$ cat src/rtl/core/pfe_pkg.sv
// Shared types, constants and symbol classification for the formula evaluator
`timescale 1ns / 1ps

package pfe_pkg;

  // stack sizing
  localparam int STACK_DEPTH = 64;
  localparam int IDX_W       = $clog2(STACK_DEPTH);
  localparam int CNT_W       = $clog2(STACK_DEPTH + 1);
  localparam int OP_W        = 3;

  // queue between front and back
  localparam int QUEUE_DEPTH = 4;
  localparam int Q_IDX_W     = $clog2(QUEUE_DEPTH);
  localparam int Q_CNT_W     = $clog2(QUEUE_DEPTH + 1);

  // ascii codes
  localparam logic [7:0] CH_T      = 8'h54;
  localparam logic [7:0] CH_BANG   = 8'h21;
  localparam logic [7:0] CH_CARET  = 8'h5E;
  localparam logic [7:0] CH_BAR    = 8'h7C;
  localparam logic [7:0] CH_GT     = 8'h3E;
  localparam logic [7:0] CH_DASH   = 8'h2D;
  localparam logic [7:0] CH_LPAREN = 8'h28;
  localparam logic [7:0] CH_RPAREN = 8'h29;
  localparam logic [7:0] CH_UP_A   = 8'h41;
  localparam logic [7:0] CH_UP_Z   = 8'h5A;
  localparam logic [7:0] CH_LO_A   = 8'h61;
  localparam logic [7:0] CH_LO_Z   = 8'h7A;

  // operator stack codes, higher code binds looser
  typedef enum logic [OP_W-1:0] {
    OP_END  = 3'd0,
    OP_NOT  = 3'd1,
    OP_AND  = 3'd2,
    OP_OR   = 3'd3,
    OP_IMP  = 3'd4,
    OP_EQV  = 3'd5,
    OP_OPEN = 3'd6
  } op_t;

  // classified symbol, operator codes share the low bits with op_t
  typedef enum logic [3:0] {
    SYM_END   = 4'd0,
    SYM_NOT   = 4'd1,
    SYM_AND   = 4'd2,
    SYM_OR    = 4'd3,
    SYM_IMP   = 4'd4,
    SYM_EQV   = 4'd5,
    SYM_OPEN  = 4'd6,
    SYM_CLOSE = 4'd7,
    SYM_BAD   = 4'd8,
    SYM_FALSE = 4'd9,
    SYM_TRUE  = 4'd10
  } sym_t;

  // one queued item
  typedef struct packed {
    sym_t sym;
    logic last;
  } item_t;

  // back end sequencer
  typedef enum logic [1:0] {
    ST_IDLE,
    ST_DECIDE,
    ST_APPLY,
    ST_EMIT
  } bk_state_t;

  // what the current operator does against the top of the operator stack
  typedef enum logic [2:0] {
    ACT_PUSH,
    ACT_POP_OPEN,
    ACT_REDUCE,
    ACT_FINISH,
    ACT_ERR
  } act_t;

  // map an ascii character to its symbol class
  function automatic sym_t classify(input logic [7:0] ch);
    sym_t s;
    unique case (ch)
      CH_BANG:   s = SYM_NOT;
      CH_CARET:  s = SYM_AND;
      CH_BAR:    s = SYM_OR;
      CH_GT:     s = SYM_IMP;
      CH_DASH:   s = SYM_EQV;
      CH_LPAREN: s = SYM_OPEN;
      CH_RPAREN: s = SYM_CLOSE;
      default: begin
        if ((ch >= CH_UP_A && ch <= CH_UP_Z) || (ch >= CH_LO_A && ch <= CH_LO_Z)) begin
          s = (ch == CH_T) ? SYM_TRUE : SYM_FALSE;
        end else begin
          s = SYM_BAD;
        end
      end
    endcase
    return s;
  endfunction

endpackage

$ cat src/rtl/core/propositional_formula_evaluator.sv
// Top level of the propositional formula evaluator
`timescale 1ns / 1ps

// Evaluates a propositional formula sent one ASCII character per item, with
// in_last_symbol marking the final character; one result item (truth value and
// malformed flag) follows each formula, after which the stacks start empty
// again. The front end registers, classifies and queues one item per cycle,
// while the queue has room, into a four-entry queue; the back end pushes a
// letter's value as it takes it from the queue, takes an operator or open
// parenthesis from the queue and then pushes it, takes a close parenthesis,
// pops the open and refills the cached top, and for every reduction a
// character triggers pops and reads the stack memories, then applies and
// refills the cached top. Closing a formula adds the reductions the end marker
// triggers, a step to match the end marker and a step to post the result; a
// result held by out_stall holds the back end. Each operator is pushed once
// and reduced once. After a malformed input the remaining characters of that
// formula are drained at one per cycle and the result reports malformed with
// truth value zero.
module propositional_formula_evaluator import pfe_pkg::*; (
  input  logic       clk,
  input  logic       rst_n,
  input  logic       in_valid,
  output logic       in_stall,
  input  logic [7:0] in_symbol,
  input  logic       in_last_symbol,
  output logic       out_valid,
  input  logic       out_stall,
  output logic       out_truth_value,
  output logic       out_malformed
);

  logic  push, q_full, q_pop, q_empty;
  item_t push_item, q_head;

  // accept and classify
  pfe_front u_front (
    .clk            (clk),
    .rst_n          (rst_n),
    .in_valid       (in_valid),
    .in_stall       (in_stall),
    .in_symbol      (in_symbol),
    .in_last_symbol (in_last_symbol),
    .push           (push),
    .push_item      (push_item),
    .q_full         (q_full)
  );

  // decoupling queue
  pfe_queue u_queue (
    .clk       (clk),
    .rst_n     (rst_n),
    .push      (push),
    .push_item (push_item),
    .full      (q_full),
    .pop       (q_pop),
    .head      (q_head),
    .empty     (q_empty)
  );

  // evaluate
  pfe_back u_back (
    .clk             (clk),
    .rst_n           (rst_n),
    .q_empty         (q_empty),
    .q_head          (q_head),
    .q_pop           (q_pop),
    .out_valid       (out_valid),
    .out_stall       (out_stall),
    .out_truth_value (out_truth_value),
    .out_malformed   (out_malformed)
  );

endmodule

$ cat src/rtl/core/pfe_ram.sv
// Generic single-write, single-read RAM with registered read data
`timescale 1ns / 1ps

module pfe_ram #(
  parameter int WIDTH = 1,
  parameter int DEPTH = 64
) (
  input  logic                     clk,
  input  logic                     we,
  input  logic [$clog2(DEPTH)-1:0] waddr,
  input  logic [WIDTH-1:0]         wdata,
  input  logic [$clog2(DEPTH)-1:0] raddr,
  output logic [WIDTH-1:0]         rdata
);

  logic [WIDTH-1:0] mem [DEPTH];

  // write port
  always_ff @(posedge clk) begin
    if (we) begin
      mem[waddr] <= wdata;
    end
  end

  // registered read port
  always_ff @(posedge clk) begin
    rdata <= mem[raddr];
  end

endmodule

$ cat src/rtl/core/pfe_front.sv
// Front end: accepts characters, classifies them and hands them to the queue
`timescale 1ns / 1ps

module pfe_front import pfe_pkg::*; (
  input  logic       clk,
  input  logic       rst_n,
  input  logic       in_valid,
  output logic       in_stall,
  input  logic [7:0] in_symbol,
  input  logic       in_last_symbol,
  output logic       push,
  output item_t      push_item,
  input  logic       q_full
);

  logic  fr_valid_r, fr_valid_nxt;
  item_t fr_item_r, fr_item_nxt;
  logic  accept;

  // stall only while the holding register cannot drain
  assign in_stall = fr_valid_r && q_full;
  assign accept   = in_valid && !in_stall;
  assign push     = fr_valid_r && !q_full;
  assign push_item = fr_item_r;

  // holding register update
  always_comb begin
    fr_valid_nxt = accept || (fr_valid_r && q_full);
    fr_item_nxt  = fr_item_r;
    if (accept) begin
      fr_item_nxt.sym  = classify(in_symbol);
      fr_item_nxt.last = in_last_symbol;
    end
  end

  always_ff @(posedge clk) begin
    if (!rst_n) begin
      fr_valid_r <= 1'b0;
    end else begin
      fr_valid_r <= fr_valid_nxt;
    end
  end

  always_ff @(posedge clk) begin
    fr_item_r <= fr_item_nxt;
  end

endmodule

$ cat src/rtl/core/pfe_queue.sv
// Short queue of classified items between front and back end
`timescale 1ns / 1ps

module pfe_queue import pfe_pkg::*; (
  input  logic  clk,
  input  logic  rst_n,
  input  logic  push,
  input  item_t push_item,
  output logic  full,
  input  logic  pop,
  output item_t head,
  output logic  empty
);

  item_t              slots_r [QUEUE_DEPTH];
  logic [Q_IDX_W-1:0] wr_ptr_r, wr_ptr_nxt;
  logic [Q_IDX_W-1:0] rd_ptr_r, rd_ptr_nxt;
  logic [Q_CNT_W-1:0] cnt_r, cnt_nxt;
  logic               do_push, do_pop;

  assign full    = (cnt_r == Q_CNT_W'(QUEUE_DEPTH));
  assign empty   = (cnt_r == '0);
  assign head    = slots_r[rd_ptr_r];
  assign do_push = push && !full;
  assign do_pop  = pop && !empty;

  // pointer and fill count
  always_comb begin
    wr_ptr_nxt = wr_ptr_r;
    rd_ptr_nxt = rd_ptr_r;
    cnt_nxt    = cnt_r;
    if (do_push) begin
      wr_ptr_nxt = (wr_ptr_r == Q_IDX_W'(QUEUE_DEPTH - 1)) ? '0 : wr_ptr_r + Q_IDX_W'(1);
    end
    if (do_pop) begin
      rd_ptr_nxt = (rd_ptr_r == Q_IDX_W'(QUEUE_DEPTH - 1)) ? '0 : rd_ptr_r + Q_IDX_W'(1);
    end
    if (do_push && !do_pop) begin
      cnt_nxt = cnt_r + Q_CNT_W'(1);
    end else if (do_pop && !do_push) begin
      cnt_nxt = cnt_r - Q_CNT_W'(1);
    end
  end

  always_ff @(posedge clk) begin
    if (!rst_n) begin
      wr_ptr_r <= '0;
      rd_ptr_r <= '0;
      cnt_r    <= '0;
    end else begin
      wr_ptr_r <= wr_ptr_nxt;
      rd_ptr_r <= rd_ptr_nxt;
      cnt_r    <= cnt_nxt;
    end
  end

  // slot storage
  always_ff @(posedge clk) begin
    if (do_push) begin
      slots_r[wr_ptr_r] <= push_item;
    end
  end

endmodule

$ cat src/rtl/core/pfe_back.sv
// Back end: two-stack operator-precedence evaluation and result register
`timescale 1ns / 1ps

module pfe_back import pfe_pkg::*; (
  input  logic  clk,
  input  logic  rst_n,
  input  logic  q_empty,
  input  item_t q_head,
  output logic  q_pop,
  output logic  out_valid,
  input  logic  out_stall,
  output logic  out_truth_value,
  output logic  out_malformed
);

  bk_state_t        state_r, state_nxt;
  sym_t             cur_r, cur_nxt;
  logic             last_r, last_nxt;
  logic             err_r, err_nxt;
  logic [CNT_W-1:0] val_top_r, val_top_nxt;
  logic [CNT_W-1:0] op_top_r, op_top_nxt;
  logic             val_tos_r, val_tos_nxt;
  op_t              op_tos_r, op_tos_nxt;
  op_t              red_op_r, red_op_nxt;
  logic             out_valid_r, out_valid_nxt;
  logic             out_truth_r, out_truth_nxt;
  logic             out_malf_r, out_malf_nxt;

  // stack memories
  logic             vr_we, vr_wdata, vr_rdata;
  logic [IDX_W-1:0] vr_waddr, vr_raddr;
  logic             or_we;
  logic [OP_W-1:0]  or_wdata, or_rdata;
  logic [IDX_W-1:0] or_waddr, or_raddr;

  // decode
  op_t              top_op, cur_op;
  act_t             act;
  logic             val_ovf, op_ovf, red_err, out_load;
  logic             p_val, r_val;
  logic [CNT_W-1:0] val_m1, val_m2, op_m2;

  pfe_ram #(.WIDTH(1), .DEPTH(STACK_DEPTH)) u_val_ram (
    .clk   (clk),
    .we    (vr_we),
    .waddr (vr_waddr),
    .wdata (vr_wdata),
    .raddr (vr_raddr),
    .rdata (vr_rdata)
  );

  pfe_ram #(.WIDTH(OP_W), .DEPTH(STACK_DEPTH)) u_op_ram (
    .clk   (clk),
    .we    (or_we),
    .waddr (or_waddr),
    .wdata (or_wdata),
    .raddr (or_raddr),
    .rdata (or_rdata)
  );

  assign out_valid       = out_valid_r;
  assign out_truth_value = out_truth_r;
  assign out_malformed   = out_malf_r;

  // stack top views and bounds
  assign top_op   = (op_top_r == CNT_W'(1)) ? OP_END : op_tos_r;
  assign cur_op   = op_t'(cur_r[OP_W-1:0]);
  assign val_ovf  = (val_top_r >= CNT_W'(STACK_DEPTH));
  assign op_ovf   = (op_top_r >= CNT_W'(STACK_DEPTH));
  assign red_err  = (top_op == OP_NOT) ? (val_top_r == '0) : (val_top_r < CNT_W'(2));
  assign out_load = !out_valid_r || !out_stall;
  assign val_m1   = val_top_r - CNT_W'(1);
  assign val_m2   = val_top_r - CNT_W'(2);
  assign op_m2    = op_top_r - CNT_W'(2);

  // precedence decision for the current operator
  always_comb begin
    unique case (cur_r)
      SYM_OPEN: begin
        act = op_ovf ? ACT_ERR : ACT_PUSH;
      end
      SYM_CLOSE: begin
        if (top_op == OP_END) begin
          act = ACT_ERR;
        end else if (top_op == OP_OPEN) begin
          act = ACT_POP_OPEN;
        end else begin
          act = red_err ? ACT_ERR : ACT_REDUCE;
        end
      end
      SYM_END: begin
        if (top_op == OP_END) begin
          act = (val_top_r == CNT_W'(1)) ? ACT_FINISH : ACT_ERR;
        end else if (top_op == OP_OPEN) begin
          act = ACT_ERR;
        end else begin
          act = red_err ? ACT_ERR : ACT_REDUCE;
        end
      end
      SYM_NOT, SYM_AND, SYM_OR, SYM_IMP, SYM_EQV: begin
        if (top_op == OP_END || top_op == OP_OPEN ||
            (top_op == OP_NOT && cur_op == OP_NOT) || top_op > cur_op) begin
          act = op_ovf ? ACT_ERR : ACT_PUSH;
        end else begin
          act = red_err ? ACT_ERR : ACT_REDUCE;
        end
      end
      default: act = ACT_ERR;
    endcase
  end

  // binary operator applied to the two top values
  assign p_val = vr_rdata;
  always_comb begin
    unique case (red_op_r)
      OP_AND:  r_val = p_val & val_tos_r;
      OP_OR:   r_val = p_val | val_tos_r;
      OP_IMP:  r_val = !p_val | val_tos_r;
      default: r_val = (p_val == val_tos_r);
    endcase
  end

  // next state
  always_comb begin
    state_nxt = state_r;
    unique case (state_r)
      ST_IDLE: begin
        if (!q_empty) begin
          if (err_r) begin
            state_nxt = q_head.last ? ST_EMIT : ST_IDLE;
          end else begin
            unique case (q_head.sym)
              SYM_TRUE, SYM_FALSE: begin
                if (q_head.last) begin
                  state_nxt = val_ovf ? ST_EMIT : ST_DECIDE;
                end
              end
              SYM_NOT, SYM_AND, SYM_OR, SYM_IMP, SYM_EQV, SYM_OPEN, SYM_CLOSE: begin
                state_nxt = ST_DECIDE;
              end
              default: begin
                state_nxt = q_head.last ? ST_EMIT : ST_IDLE;
              end
            endcase
          end
        end
      end
      ST_DECIDE: begin
        unique case (act)
          ACT_PUSH:     state_nxt = last_r ? ST_DECIDE : ST_IDLE;
          ACT_POP_OPEN: state_nxt = ST_APPLY;
          ACT_REDUCE:   state_nxt = ST_APPLY;
          ACT_FINISH:   state_nxt = ST_EMIT;
          default:      state_nxt = last_r ? ST_EMIT : ST_IDLE;
        endcase
      end
      ST_APPLY: begin
        if (red_op_r == OP_OPEN) begin
          state_nxt = last_r ? ST_DECIDE : ST_IDLE;
        end else begin
          state_nxt = ST_DECIDE;
        end
      end
      ST_EMIT: begin
        state_nxt = out_load ? ST_IDLE : ST_EMIT;
      end
      default: state_nxt = ST_IDLE;
    endcase
  end

  // datapath, stack ports and result register
  always_comb begin
    cur_nxt       = cur_r;
    last_nxt      = last_r;
    err_nxt       = err_r;
    val_top_nxt   = val_top_r;
    op_top_nxt    = op_top_r;
    val_tos_nxt   = val_tos_r;
    op_tos_nxt    = op_tos_r;
    red_op_nxt    = red_op_r;
    out_truth_nxt = out_truth_r;
    out_malf_nxt  = out_malf_r;
    out_valid_nxt = out_valid_r && out_stall;
    q_pop         = 1'b0;
    vr_we         = 1'b0;
    vr_waddr      = '0;
    vr_wdata      = 1'b0;
    vr_raddr      = '0;
    or_we         = 1'b0;
    or_waddr      = '0;
    or_wdata      = '0;
    or_raddr      = '0;
    unique case (state_r)
      ST_IDLE: begin
        if (!q_empty) begin
          q_pop    = 1'b1;
          last_nxt = q_head.last;
          if (!err_r) begin
            unique case (q_head.sym)
              SYM_TRUE, SYM_FALSE: begin
                if (val_ovf) begin
                  err_nxt = 1'b1;
                end else begin
                  vr_we       = 1'b1;
                  vr_waddr    = val_top_r[IDX_W-1:0];
                  vr_wdata    = (q_head.sym == SYM_TRUE);
                  val_tos_nxt = (q_head.sym == SYM_TRUE);
                  val_top_nxt = val_top_r + CNT_W'(1);
                end
                if (q_head.last) begin
                  cur_nxt = SYM_END;
                end
              end
              SYM_NOT, SYM_AND, SYM_OR, SYM_IMP, SYM_EQV, SYM_OPEN, SYM_CLOSE: begin
                cur_nxt = q_head.sym;
              end
              default: begin
                err_nxt = 1'b1;
              end
            endcase
          end
        end
      end
      ST_DECIDE: begin
        unique case (act)
          ACT_PUSH: begin
            or_we      = 1'b1;
            or_waddr   = op_top_r[IDX_W-1:0];
            or_wdata   = cur_op;
            op_tos_nxt = cur_op;
            op_top_nxt = op_top_r + CNT_W'(1);
            if (last_r) begin
              cur_nxt = SYM_END;
            end
          end
          ACT_POP_OPEN: begin
            op_top_nxt = op_top_r - CNT_W'(1);
            or_raddr   = op_m2[IDX_W-1:0];
            red_op_nxt = OP_OPEN;
          end
          ACT_REDUCE: begin
            op_top_nxt = op_top_r - CNT_W'(1);
            or_raddr   = op_m2[IDX_W-1:0];
            red_op_nxt = top_op;
            if (top_op == OP_NOT) begin
              vr_we       = 1'b1;
              vr_waddr    = val_m1[IDX_W-1:0];
              vr_wdata    = !val_tos_r;
              val_tos_nxt = !val_tos_r;
            end else begin
              vr_raddr = val_m2[IDX_W-1:0];
            end
          end
          ACT_FINISH: begin
          end
          default: begin
            err_nxt = 1'b1;
          end
        endcase
      end
      ST_APPLY: begin
        // refill the cached operator top after the pop
        op_tos_nxt = op_t'(or_rdata);
        unique case (red_op_r)
          OP_AND, OP_OR, OP_IMP, OP_EQV: begin
            vr_we       = 1'b1;
            vr_waddr    = val_m2[IDX_W-1:0];
            vr_wdata    = r_val;
            val_tos_nxt = r_val;
            val_top_nxt = val_top_r - CNT_W'(1);
          end
          OP_OPEN: begin
            if (last_r) begin
              cur_nxt = SYM_END;
            end
          end
          default: begin
          end
        endcase
      end
      ST_EMIT: begin
        if (out_load) begin
          out_valid_nxt = 1'b1;
          out_truth_nxt = !err_r && val_tos_r;
          out_malf_nxt  = err_r;
          err_nxt       = 1'b0;
          val_top_nxt   = '0;
          op_top_nxt    = CNT_W'(1);
        end
      end
      default: begin
      end
    endcase
  end

  // control registers
  always_ff @(posedge clk) begin
    if (!rst_n) begin
      state_r     <= ST_IDLE;
      err_r       <= 1'b0;
      val_top_r   <= '0;
      op_top_r    <= CNT_W'(1);
      out_valid_r <= 1'b0;
    end else begin
      state_r     <= state_nxt;
      err_r       <= err_nxt;
      val_top_r   <= val_top_nxt;
      op_top_r    <= op_top_nxt;
      out_valid_r <= out_valid_nxt;
    end
  end

  // payload registers
  always_ff @(posedge clk) begin
    cur_r       <= cur_nxt;
    last_r      <= last_nxt;
    val_tos_r   <= val_tos_nxt;
    op_tos_r    <= op_tos_nxt;
    red_op_r    <= red_op_nxt;
    out_truth_r <= out_truth_nxt;
    out_malf_r  <= out_malf_nxt;
  end

  // operator stack always keeps the end marker and stays in bounds
  a_op_bounds: assert property (@(posedge clk) disable iff (!rst_n)
    op_top_r != '0 && op_top_r <= CNT_W'(STACK_DEPTH))
    else $error("operator stack pointer out of range");

  // a delivered result leaves the stacks and error flag cleared
  a_clear_after_emit: assert property (@(posedge clk) disable iff (!rst_n)
    (state_r == ST_EMIT && out_load) |=>
      (!err_r && val_top_r == '0 && op_top_r == CNT_W'(1) && out_valid_r))
    else $error("stacks not cleared after result");

  // apply only follows a pop issued in decide
  a_apply_after_decide: assert property (@(posedge clk) disable iff (!rst_n)
    (state_r == ST_APPLY) |-> $past(state_r) == ST_DECIDE)
    else $error("apply entered without a pop");

endmodule
$ cat config.mk
export PLATFORM = sky130hd
export DESIGN_NAME = propositional_formula_evaluator
export DESIGN_NICKNAME = d
export VERILOG_FILES = /design/src/rtl/core/pfe_pkg.sv /design/src/rtl/core/propositional_formula_evaluator.sv /design/src/rtl/core/pfe_ram.sv /design/src/rtl/core/pfe_front.sv /design/src/rtl/core/pfe_queue.sv /design/src/rtl/core/pfe_back.sv
export SDC_FILE = /design/constraint.sdc
export NUM_CORES = 1
export LEC_CHECK = 0
export BUFFER_PORTS_ARGS = -buffer_cell sky130_fd_sc_hd__buf_2
export CAP_MARGIN = 10
export CELL_PAD_IN_SITES_DETAIL_PLACEMENT = 2
export CELL_PAD_IN_SITES_GLOBAL_PLACEMENT = 2
export CORE_MARGIN = 8
export CORE_UTILIZATION = 40
export DETAILED_ROUTE_END_ITERATION = 8
export PLACE_DENSITY_LB_ADDON = 0.1
export SLEW_MARGIN = 5
export SYNTH_ARGS = -nofsm -noshare
export SYNTH_HDL_FRONTEND = slang
export SYNTH_HIERARCHICAL = 1
export SYNTH_SLANG_ARGS = --single-unit
$ cat constraint.sdc
create_clock -name clk -period 9.5 [get_ports clk]
set_input_delay 1.9 -clock clk [delete_from_list [all_inputs] [get_ports clk]]
set_output_delay 1.9 -clock clk [all_outputs]
set_load 0.02 [all_outputs]
==> results of run 1 <==
## power by group through the flow
stage	clock [mW]	combinational, mW	sequential, mW
6_report	1.64	0.881	1.79
2_1_floorplan	0	0.631	1.78
5_1_grt	1.73	0.980	1.81
3_3_place_gp	0	0.849	1.82
4_1_cts	1.69	0.881	1.80
3_5_place_dp	0	0.873	1.83
## state kept, by name, indices dropped and copies added (netlist names), 2 cells and up, named ones only
signal	cells
u_back/op_top_r	7
u_back/u_val_ram/mem	64
u_back/red_op_r	3
u_back/state_r	2
u_queue/cnt_r	3
u_back/u_op_ram/mem	192
u_queue/rd_ptr_r	2
u_front/push_item	5
u_queue/wr_ptr_r	2
u_back/op_tos_r	3
u_back/val_top_r	7
u_back/u_op_ram/rdata	3
u_queue/slots_r	20
u_back/cur_r	4
## final cells by class
cell class / instances / area share
timing repair buffer: 28 / 0.0112
inverter: 30 / 0.00647
tap: 518 / 0.0373
multi-input combinational: 731 / 0.318
sequential: 327 / 0.546
clock inverter: 25 / 0.0213
clock buffer: 46 / 0.0593
## worst reg2reg max path: cells and delay by family, from the launching register on
kind / cells / cell delay (ps)
simple gates: 8 / 1870
compound gates: 6 / 1660
buf+inv: 2 / 970
mux: 1 / 630
fa+ha+maj: 2 / 480
flops: 1 / 400
## cells in the mapped netlist (5+ instances only)
cell | count | area [µm²]
mux4_2 | 62 | 1400
a21oi_1 | 31 | 155
o21ai_1 | 5 | 25.0
buf_6 | 5 | 56.3
nand3_1 | 30 | 150
nand3b_1 | 14 | 105
clkbuf_1 | 43 | 161
and3_1 | 6 | 37.5
nor3_1 | 31 | 155
o21ai_0 | 25 | 125
nand2_1 | 62 | 233
buf_2 | 9 | 45.0
o221ai_1 | 6 | 52.6
or3_1 | 10 | 62.6
nand4_1 | 12 | 75.1
nand2b_1 | 16 | 100
nor2b_1 | 20 | 125
mux2i_1 | 15 | 150
inv_1 | 30 | 113
a22oi_1 | 8 | 60.1
edfxtp_1 | 295 | 8860
xor2_1 | 7 | 61.3
ha_1 | 28 | 350
and2_1 | 27 | 169
mux4_1 | 7 | 184
a31oi_1 | 8 | 50.1
xnor2_1 | 8 | 70.1
dfxtp_1 | 32 | 641
a211oi_1 | 8 | 60.1
nor2_1 | 189 | 709
o22ai_1 | 9 | 56.3
or2_2 | 8 | 50.1
## metrics by stage
step                 util  hold slack, ps  std cells
floorplan               -             459       1148
global placement    0.416             471       1632
detailed placement  0.416             503       1632
CTS                 0.452             511       1703
global route        0.453             528       1705
finish              0.453             501       1705
## how the worst min path moves through the flow
stage	from	endpoint	slack (ps)
finish	u_queue/wr_ptr_r[1]	u_queue/wr_ptr_r[1]	500
global route	u_front/push_item[1]	u_queue/slots_r[0][1]	530
CTS	u_queue/wr_ptr_r[1]	u_queue/wr_ptr_r[1]	510
detailed placement	u_queue/wr_ptr_r[1]	u_queue/wr_ptr_r[1]	500
global placement	u_front/push_item[2]	u_queue/slots_r[2][2]	470
floorplan	u_front/push_item[0]	u_queue/slots_r[0][0]	460
## layer usage
metal / GRT usage / up-vias / part of all wire
met1: 0.253 / 5068 / 0.45
li1: - / 4372 / -
met5: 0 / - / 0
met2: 0.321 / 140 / 0.50
met3: 0.0290 / 55 / 0.030
met4: 0.0524 / 0 / 0.021
## logic make-up (layout without fill, tap and decap cells)
group | count (synthesis) | count (layout) | synth area share
adder cells (fa/ha/maj) | 29 | 29 | 0.0240
AO/OA/AOI/OAI | 144 | 144 | 0.0643
flip-flops | 327 | 327 | 0.616
XOR/XNOR | 15 | 15 | 0.00852
other | 1 | 1 | 0.000243
buffers and inverters | 90 | 129 | 0.0264
AND/OR/NAND/NOR | 454 | 454 | 0.145
multiplexers | 88 | 88 | 0.115
==> results.py, run 1 <==
metrics = {
    "setup_path": {
        "path_class": "flip-flop to flip-flop",
        "startpoint": "u_back/op_top_r[1]",
        "cp-start-kind": "flip-flop",
        "crit_buf_inv": 2,
        "r2r_start": "u_back/op_top_r[1]",
        "cp_num_cells": 19,
        "crit-reg2reg-capture": "u_back/u_op_ram/rdata[2]",
        "cpPeakStageDelay_ps": 800,
        "end_kind": "flip-flop",
        "path_max_fanout": 49,
        "cp-endpoint": "u_back/u_op_ram/rdata[2]",
        "crit_slowest_cell": "buf_4",
        "arrival_ps": 6550,
        "cp_top_family": "simple AND/OR/NAND/NOR gates",
        "crit_path_cell_trace": "inv_1, ha_1, nor4b_4, nand2_1, and2_1, ha_1, o21ai_0, o21ai_1, a211o_1, nor3_4, and2_1, o21ai_1, nor2_4, buf_4, mux4_2, nor2b_1, a2111oi_2, nor3_1, a22o_1",
        "reg2regPathDepth": 19,
        "rrSetupSlack_ps": 3390,
        "cp_data_required_time_ps": 9950,
    },
    "synthesis": {
        "syn_inst": 1148,
        "syn_nets": 1190,
        "synth_cell_types": 84,
        "yosysWarnings": 6,
        "async_flop_share": 0,
        "netlist_area_um2": 15400,
        "yosys_register_bits": 327,
        "synth-edff-count": 295,
        "synthFlopType": "edfxtp_1",
        "syn_area_per_cell_um2": 13.4,
        "ys_seq_area_frac": 0.616,
    },
    "routing": {
        "drt_pass1_iterations": 4,
        "wl_per_cell_um": 24.7,
        "drt_iter0_drc": 538,
        "drc": 0,
        "wl_um": 42100,
        "vias": 9635,
        "ant_nets": 0,
        "viasPerCell": 5.65,
    },
    "power_and_ir_drop": {
        "power.total_mw": 4.32,
        "peakVddDrop_uv": 174,
        "swShare": 0.299,
        "p_seq_frac": 0.416,
        "intPower_mw": 3.02,
        "p_clk_frac": 0.380,
        "p_leak_nw": 5.61,
        "p_comb_frac": 0.204,
        "power.density_nw_per_um2": 248,
        "power.net_switching_mw": 1.29,
    },
    "final_layout": {
        "regArea_um2": 9500,
        "fin_nets": 1199,
        "final_cell_mix": "edfxtp_1, nor2_1, nand2_1, mux4_2, clkbuf_16",
        "diodes": 0,
        "drive_gt1_frac": 0.158,
        "mostFrequentLayoutCell": "edfxtp_1",
        "fillerInstances": 3762,
        "final_area_um2": 17400,
        "area_growth_pct": 12.9,
        "multi_input_area_um2": 5540,
    },
    "grt": {
        "grt_pass1_wl_um": 65700,
        "overflow": 0,
        "grt_pass1_vias": 10679,
        "grtUsageTotal": 0.190,
        "grt_max_degree": 65,
        "antenna_found_initial": 0,
    },
    "floorplanning": {
        "num_rows": 72,
        "initial_core_util": 0.402,
        "die_y_um": 212,
        "floorplan.core_area_um2": 38400,
        "die_w_um": 212,
        "io_pins": 17,
        "dieArea_um2": 45100,
    },
    "sta": {
        "period_share": 0.643,
        "max_clock_freq_mhz": 164,
        "slew_headroom": 0.207,
        "fin_tns_setup_ps": 0,
        "setup_viol": 0,
        "rsz0062_at_grt": "no",
        "min_period_ps": 6110,
        "worst_slack_ps": 3390,
        "skew_ps": 23.3,
        "tightest_slew_ps": 1190,
        "hold_viol": 0,
        "finalMaxSlewViolations": 0,
    },
    "cts": {
        "htree_levels": 2,
        "clock_path_buffers": 3,
        "cts_made_buffers": 39,
        "cts_tree": "built",
        "post_cts_buffers": 0,
        "ctsResizeCount": 0,
        "clock_latency_ps": 560,
        "hold_buffers": 0,
        "cts_num_sinks": 327,
        "clkTransAtPathRegs_ps": 60,
        "cts_root_buf": "clkbuf_16",
    },
    "worst_hold_path": {
        "min_path_type": "flip-flop to flip-flop",
        "hold-path-cell-count": 2,
    },
    "place": {
        "dpl.hpwl_um": 27200,
        "gp_congestion": 0.757,
        "io_buffers": 16,
        "placed_area_um2": 16000,
        "place_ws_ps": 3390,
    },
    "flow_run": {
        "cap_violations": 0,
    },
    "status": {
        "outcome": "finished, final reports clean",
    },
}
(Power assumes the default switching activity.)
==> inputs of run 2 (changes only) <==
Clock period 9.5 ns to 6.05 ns, I/O delays scaled along.
==> run 2 against run 1 <==
Net effect: cell area down 0.67%; wire length up 0.54%; clock power up 40%; utilization down 0.30 points; clock-buffer cell count up 1; sequential power up 57%; global-route usage up 0.079 points; hold slack better by 1.7 ps; final cell count up 0.41%; total power up 51%; sequential share of layout area up 0.37 points; sequential cell count unchanged; critical endpoint is now u_back/u_val_ram/rdata.
==> results.py, run 2 (synthesized netlist as in run 1, its figures left out) <==
metrics = {
    "setup_path": {
        "path_max_fanout": 8,
        "cp-start-kind": "flip-flop",
        "path_class": "flip-flop to flip-flop",
        "r2r_start": "u_back/op_top_r[1]",
        "crit_path_cell_trace": "inv_1, ha_1, nor4b_4, nand2_1, and2_1, ha_1, o21ai_0, o21ai_1, nor3_1, a221o_1, and2_1, nand3b_1, nor2_1, mux4_1, mux4_2, or2_0, a32o_1",
        "cpPeakStageDelay_ps": 630,
        "startpoint": "u_back/op_top_r[1]",
        "cp_data_required_time_ps": 6490,
        "crit_slowest_cell": "mux4_1",
        "crit-reg2reg-capture": "u_back/u_val_ram/rdata",
        "cp-endpoint": "u_back/u_val_ram/rdata",
        "arrival_ps": 6020,
        "end_kind": "flip-flop",
        "reg2regPathDepth": 17,
        "rrSetupSlack_ps": 470,
    },
    "final_layout": {
        "final_cell_mix": "edfxtp_1, nor2_1, nand2_1, mux4_2, clkbuf_16",
        "drive_gt1_frac": 0.159,
        "diodes": 0,
        "top_register": "u_back/u_op_ram/mem",
        "largest_reg_flops": 192,
        "area_growth_pct": 12.1,
        "reg_top3": "u_back/u_op_ram/mem (192), u_back/u_val_ram/mem (64), u_queue/slots_r (20)",
        "fillerInstances": 3774,
        "mostFrequentLayoutCell": "edfxtp_1",
        "fin_cells": 1712,
        "fin_nets": 1207,
    },
    "sta": {
        "rsz0062_at_grt": "no",
        "fin_tns_setup_ps": 0,
        "finalMaxSlewViolations": 0,
        "slew_headroom": 0.353,
        "setup_viol": 0,
        "min_period_ps": 5580,
        "hold_viol": 0,
        "skew_ps": 19.6,
        "max_clock_freq_mhz": 179,
        "period_share": 0.923,
        "tightest_slew_ps": 963,
    },
    "grt": {
        "grt_pass1_wl_um": 65600,
        "grtUsageTotal": 0.191,
        "antenna_found_initial": 0,
        "overflow": 0,
        "grt_pass1_vias": 10609,
        "grt_max_degree": 42,
    },
    "floorplanning": {
        "die_y_um": 212,
        "floorplan.core_area_um2": 38400,
        "num_rows": 72,
        "die_w_um": 212,
        "initial_core_util": 0.402,
        "dieArea_um2": 45100,
        "io_pins": 17,
    },
    "cts": {
        "post_cts_buffers": 0,
        "cts_tree": "built",
        "clkTransAtPathRegs_ps": 60,
        "clock_path_buffers": 3,
        "cts_num_sinks": 327,
        "htree_levels": 2,
        "clock_latency_ps": 550,
        "cts_made_buffers": 38,
        "cts_root_buf": "clkbuf_16",
    },
    "routing": {
        "ant_nets": 0,
        "drc": 0,
        "drt_iter0_drc": 540,
        "drt_pass1_iterations": 4,
        "viasPerCell": 5.64,
        "vias": 9661,
        "wl_per_cell_um": 24.7,
        "wl_um": 42300,
    },
    "place": {
        "io_buffers": 16,
        "dpl.hpwl_um": 29200,
        "placedCellCount": 1642,
        "gp_congestion": 0.765,
    },
    "power_and_ir_drop": {
        "power.density_nw_per_um2": 377,
        "peakVddDrop_uv": 262,
        "p_leak_nw": 5.56,
    },
    "status": {
        "outcome": "finished, final reports clean",
    },
    "flow_run": {
        "cap_violations": 0,
    },
    "worst_hold_path": {
        "min_path_type": "flip-flop to flip-flop",
    },
}
==> run 2: cell count changes in the layout (fill, tap and decap cells not counted), sizes merged <==
cell,delta
buf,+8
inv,+1
clkinvlp,+1
clkbuf,+1
bufinv,-5
nor2,+1
==> run 2: worst min path at each step <==
stage,endpoint,start,cells past startpoint,slack (ps)
finish,u_queue/wr_ptr_r[1],u_queue/wr_ptr_r[1],2,500
global route,u_queue/slots_r[1][1],u_front/push_item[1],0,530
CTS,u_queue/wr_ptr_r[1],u_queue/wr_ptr_r[1],2,510
detailed placement,u_queue/wr_ptr_r[1],u_queue/wr_ptr_r[1],2,500
global placement,u_queue/slots_r[2][2],u_front/push_item[2],0,470
floorplan,u_queue/slots_r[0][0],u_front/push_item[0],0,460
==> run 2: per-stage QoR <==
stage / total power, mW / area [µm²] / util / worst slack (ps) / hold slack [ps]
after CTS: 6.59 / 17300 / 0.450 / 309 / 513
final: 6.51 / 17300 / 0.450 / 469 / 502
after floorplan: 3.79 / 15400 / - / 998 / 459
after detailed placement: 4.27 / 16000 / 0.418 / 349 / 504
after global placement: 4.22 / 16000 / 0.418 / 707 / 471
after global routing: 6.82 / 17300 / 0.450 / 26.3 / 529
==> run 2: report_power, final <==
group / switching [mW] / internal, mW
clock network: 0.930 / 1.36
registers: 0.145 / 2.67
logic: 0.929 / 0.483
==> run 2: layout make-up <==
| type | count | area, µm² | area share |
|---|---|---|---|
| timing repair buffer | 36 | 238 | 0.0138 |
| tap | 518 | 648 | 0.0375 |
| sequential | 327 | 9500 | 0.550 |
| inverter | 30 | 113 | 0.00652 |
| multi-input combinational | 732 | 5550 | 0.321 |
| clock inverter | 22 | 228 | 0.0132 |
| clock buffer | 47 | 1010 | 0.0582 |
==> run 2: timing repair <==
action / CTS / global route
gates resized for setup: 0 / 3
hold buffers: 0 / 0
endpoints found under the setup margin: 0 / 3
==> run 2: worst max-delay path, delay by kind of cell (launching register included) <==
kind            cells  cell delay [ps]
compound gates      4              790
buf+inv             1              180
mux                 2             1100
simple gates        8             2480
fa+ha+maj           2              480
flops               1              430
==> run 2: layer usage <==
layer | share of wire | routed length, µm | GRT usage | vias to the layer above
met4 | 0.025 | 1070 | 0.0576 | 0
li1 | - | - | - | 4387
met1 | 0.45 | 19000 | 0.253 | 5051
met2 | 0.49 | 20900 | 0.321 | 158
met5 | 0 | 0 | 0 | -
met3 | 0.034 | 1440 | 0.0307 | 65
==> inputs of run 3 (changes only) <==
Clock period 6.05 ns to 4.81 ns, I/O delays scaled along.
==> run 3 against run 2 <==
Net effect: register-to-register slack worse by 250 ps; total power is 28% higher; sequential cell count stayed put; sequential share of layout area decreased by 1.7 points; critical endpoint unchanged; largest cell class unchanged.
==> results.py, run 3 (synthesized netlist as in run 1, its figures left out) <==
metrics = {
    "status": {
        "outcome": "finished, final reports clean",
    },
    "sta": {
        "setup_viol": 0,
        "fin_tns_setup_ps": 0,
        "min_period_ps": 4590,
        "hold_viol": 0,
        "skew_ps": 17.9,
        "slew_headroom": 0.322,
        "tightest_slew_ps": 1020,
        "finalMaxSlewViolations": 0,
        "period_share": 0.955,
        "worst_slack_ps": 216,
        "max_clock_freq_mhz": 218,
    },
    "place": {
        "gp_congestion": 0.782,
        "io_buffers": 16,
        "place_ws_ps": -177,
        "dpl.hpwl_um": 29000,
        "placedCellCount": 1678,
    },
    "cts": {
        "cts_num_sinks": 327,
        "cts_root_buf": "clkbuf_16",
        "htree_levels": 2,
        "clock_path_buffers": 3,
        "cts_made_buffers": 37,
        "cts_tree": "built",
        "clkTransAtPathRegs_ps": 60,
        "clock_latency_ps": 540,
    },
    "floorplanning": {
        "io_pins": 17,
        "die_w_um": 212,
        "num_rows": 72,
        "die_y_um": 212,
        "dieArea_um2": 45100,
        "initial_core_util": 0.402,
        "floorplan.core_area_um2": 38400,
    },
    "power_and_ir_drop": {
        "p_leak_nw": 5.83,
        "power.total_mw": 8.35,
        "peakVddDrop_uv": 300,
        "power.density_nw_per_um2": 468,
    },
    "final_layout": {
        "reg_top3": "u_back/u_op_ram/mem (192), u_back/u_val_ram/mem (64), u_queue/slots_r (20)",
        "drive_gt1_frac": 0.219,
        "regArea_um2": 9500,
        "final_cell_mix": "edfxtp_1, nor2_1, mux4_2",
        "fin_cells": 1763,
        "fin_nets": 1261,
        "fillerInstances": 3795,
        "multi_input_area_um2": 5650,
        "largest_reg_flops": 192,
        "area_growth_pct": 15.7,
        "mostFrequentLayoutCell": "edfxtp_1",
        "diodes": 0,
        "top_register": "u_back/u_op_ram/mem",
    },
    "setup_path": {
        "cpPeakStageDelay_ps": 550,
        "cp_data_required_time_ps": 5240,
        "path_max_fanout": 7,
        "end_kind": "flip-flop",
        "arrival_ps": 5020,
        "crit-reg2reg-capture": "u_back/u_val_ram/rdata",
        "startpoint": "u_back/op_top_r[1]",
        "cp_top_family": "simple AND/OR/NAND/NOR gates",
        "path_class": "flip-flop to flip-flop",
        "crit_buf_inv": 2,
        "r2r_start": "u_back/op_top_r[1]",
        "cp_num_cells": 19,
        "rrSetupSlack_ps": 220,
        "reg2regPathDepth": 19,
        "cp-start-kind": "flip-flop",
        "crit_slowest_cell": "mux4_2",
        "crit_path_cell_trace": "inv_2, ha_4, nor4b_4, nand2_2, and2_4, ha_4, nand3_1, o21ai_2, o21ai_2, a211o_1, nor3_4, and2_4, buf_6, nand3b_1, nor2_4, mux4_2, mux4_2, or2_0, a32o_1",
        "cp-endpoint": "u_back/u_val_ram/rdata",
    },
    "grt": {
        "overflow": 0,
        "grt_max_degree": 65,
        "grt_pass1_vias": 10707,
        "grt_pass1_wl_um": 66100,
        "antenna_found_initial": 1,
        "grtUsageTotal": 0.192,
    },
    "routing": {
        "wl_um": 42700,
        "viasPerCell": 5.55,
        "drc": 0,
        "drt_iter0_drc": 495,
        "wl_per_cell_um": 24.2,
        "vias": 9788,
        "ant_nets": 0,
        "drt_pass1_iterations": 4,
    },
    "flow_run": {
        "cap_violations": 0,
    },
    "worst_hold_path": {
        "min_path_type": "flip-flop to flip-flop",
    },
}
-- run 3: worst min path at each step --
stage                     cells after the start            startpoint  slack (ps)               endpoint
after floorplan                               0  u_front/push_item[0]         460  u_queue/slots_r[0][0]
after global placement                        0  u_front/push_item[0]         470  u_queue/slots_r[3][0]
after detailed placement                      0  u_front/push_item[2]         490  u_queue/slots_r[3][2]
after CTS                                     0  u_front/push_item[2]         510  u_queue/slots_r[3][2]
after global routing                          0  u_front/push_item[2]         540  u_queue/slots_r[3][2]
final                                         0  u_front/push_item[2]         510  u_queue/slots_r[3][2]
-- run 3: what timing repair did --
action / in CTS / in global routing
gates cloned: 1 / 0
setup buffers: 1 / 17
resized for setup: 6 / 35
endpoints found under the setup margin: 4 / 227
hold buffers: 0 / 0
hold endpoints to repair: 0 / 0
pin swaps: 2 / 12
-- run 3: metrics by stage --
step           hold slack (ps)   util  instance area, µm²
2_1_floorplan              459      -               15400
3_3_place_gp               473  0.426               16400
3_5_place_dp               492  0.426               16400
4_1_cts                    515  0.458               17600
5_1_grt                    542  0.465               17800
6_report                   511  0.465               17800
-- run 3: cell type report --
class / count / area share
Sequential cell: 327 / 0.533
Multi-Input combinational cell: 732 / 0.317
Clock buffer: 43 / 0.0544
Timing Repair Buffer: 91 / 0.0420
Tap cell: 518 / 0.0363
Clock inverter: 22 / 0.0115
Inverter: 30 / 0.00631
-- run 3: power by group --
group          internal [mW]  switching, mW  total [mW]  leakage [nW]
sequential              3.35          0.144        3.50          3.00
clock                   1.61           1.16        2.78         0.572
combinational          0.786           1.29        2.07          2.26
-- run 3: routing by layer --
metal  routed length, µm  up-vias  share of wire  GRT usage
li1                    -     4502              -          -
met1               19300     5089           0.45      0.262
met2               21300      145           0.50      0.324
met3                1480       50          0.035     0.0307
met4                 671        2          0.016     0.0383
met5                  12        -        0.00028          0
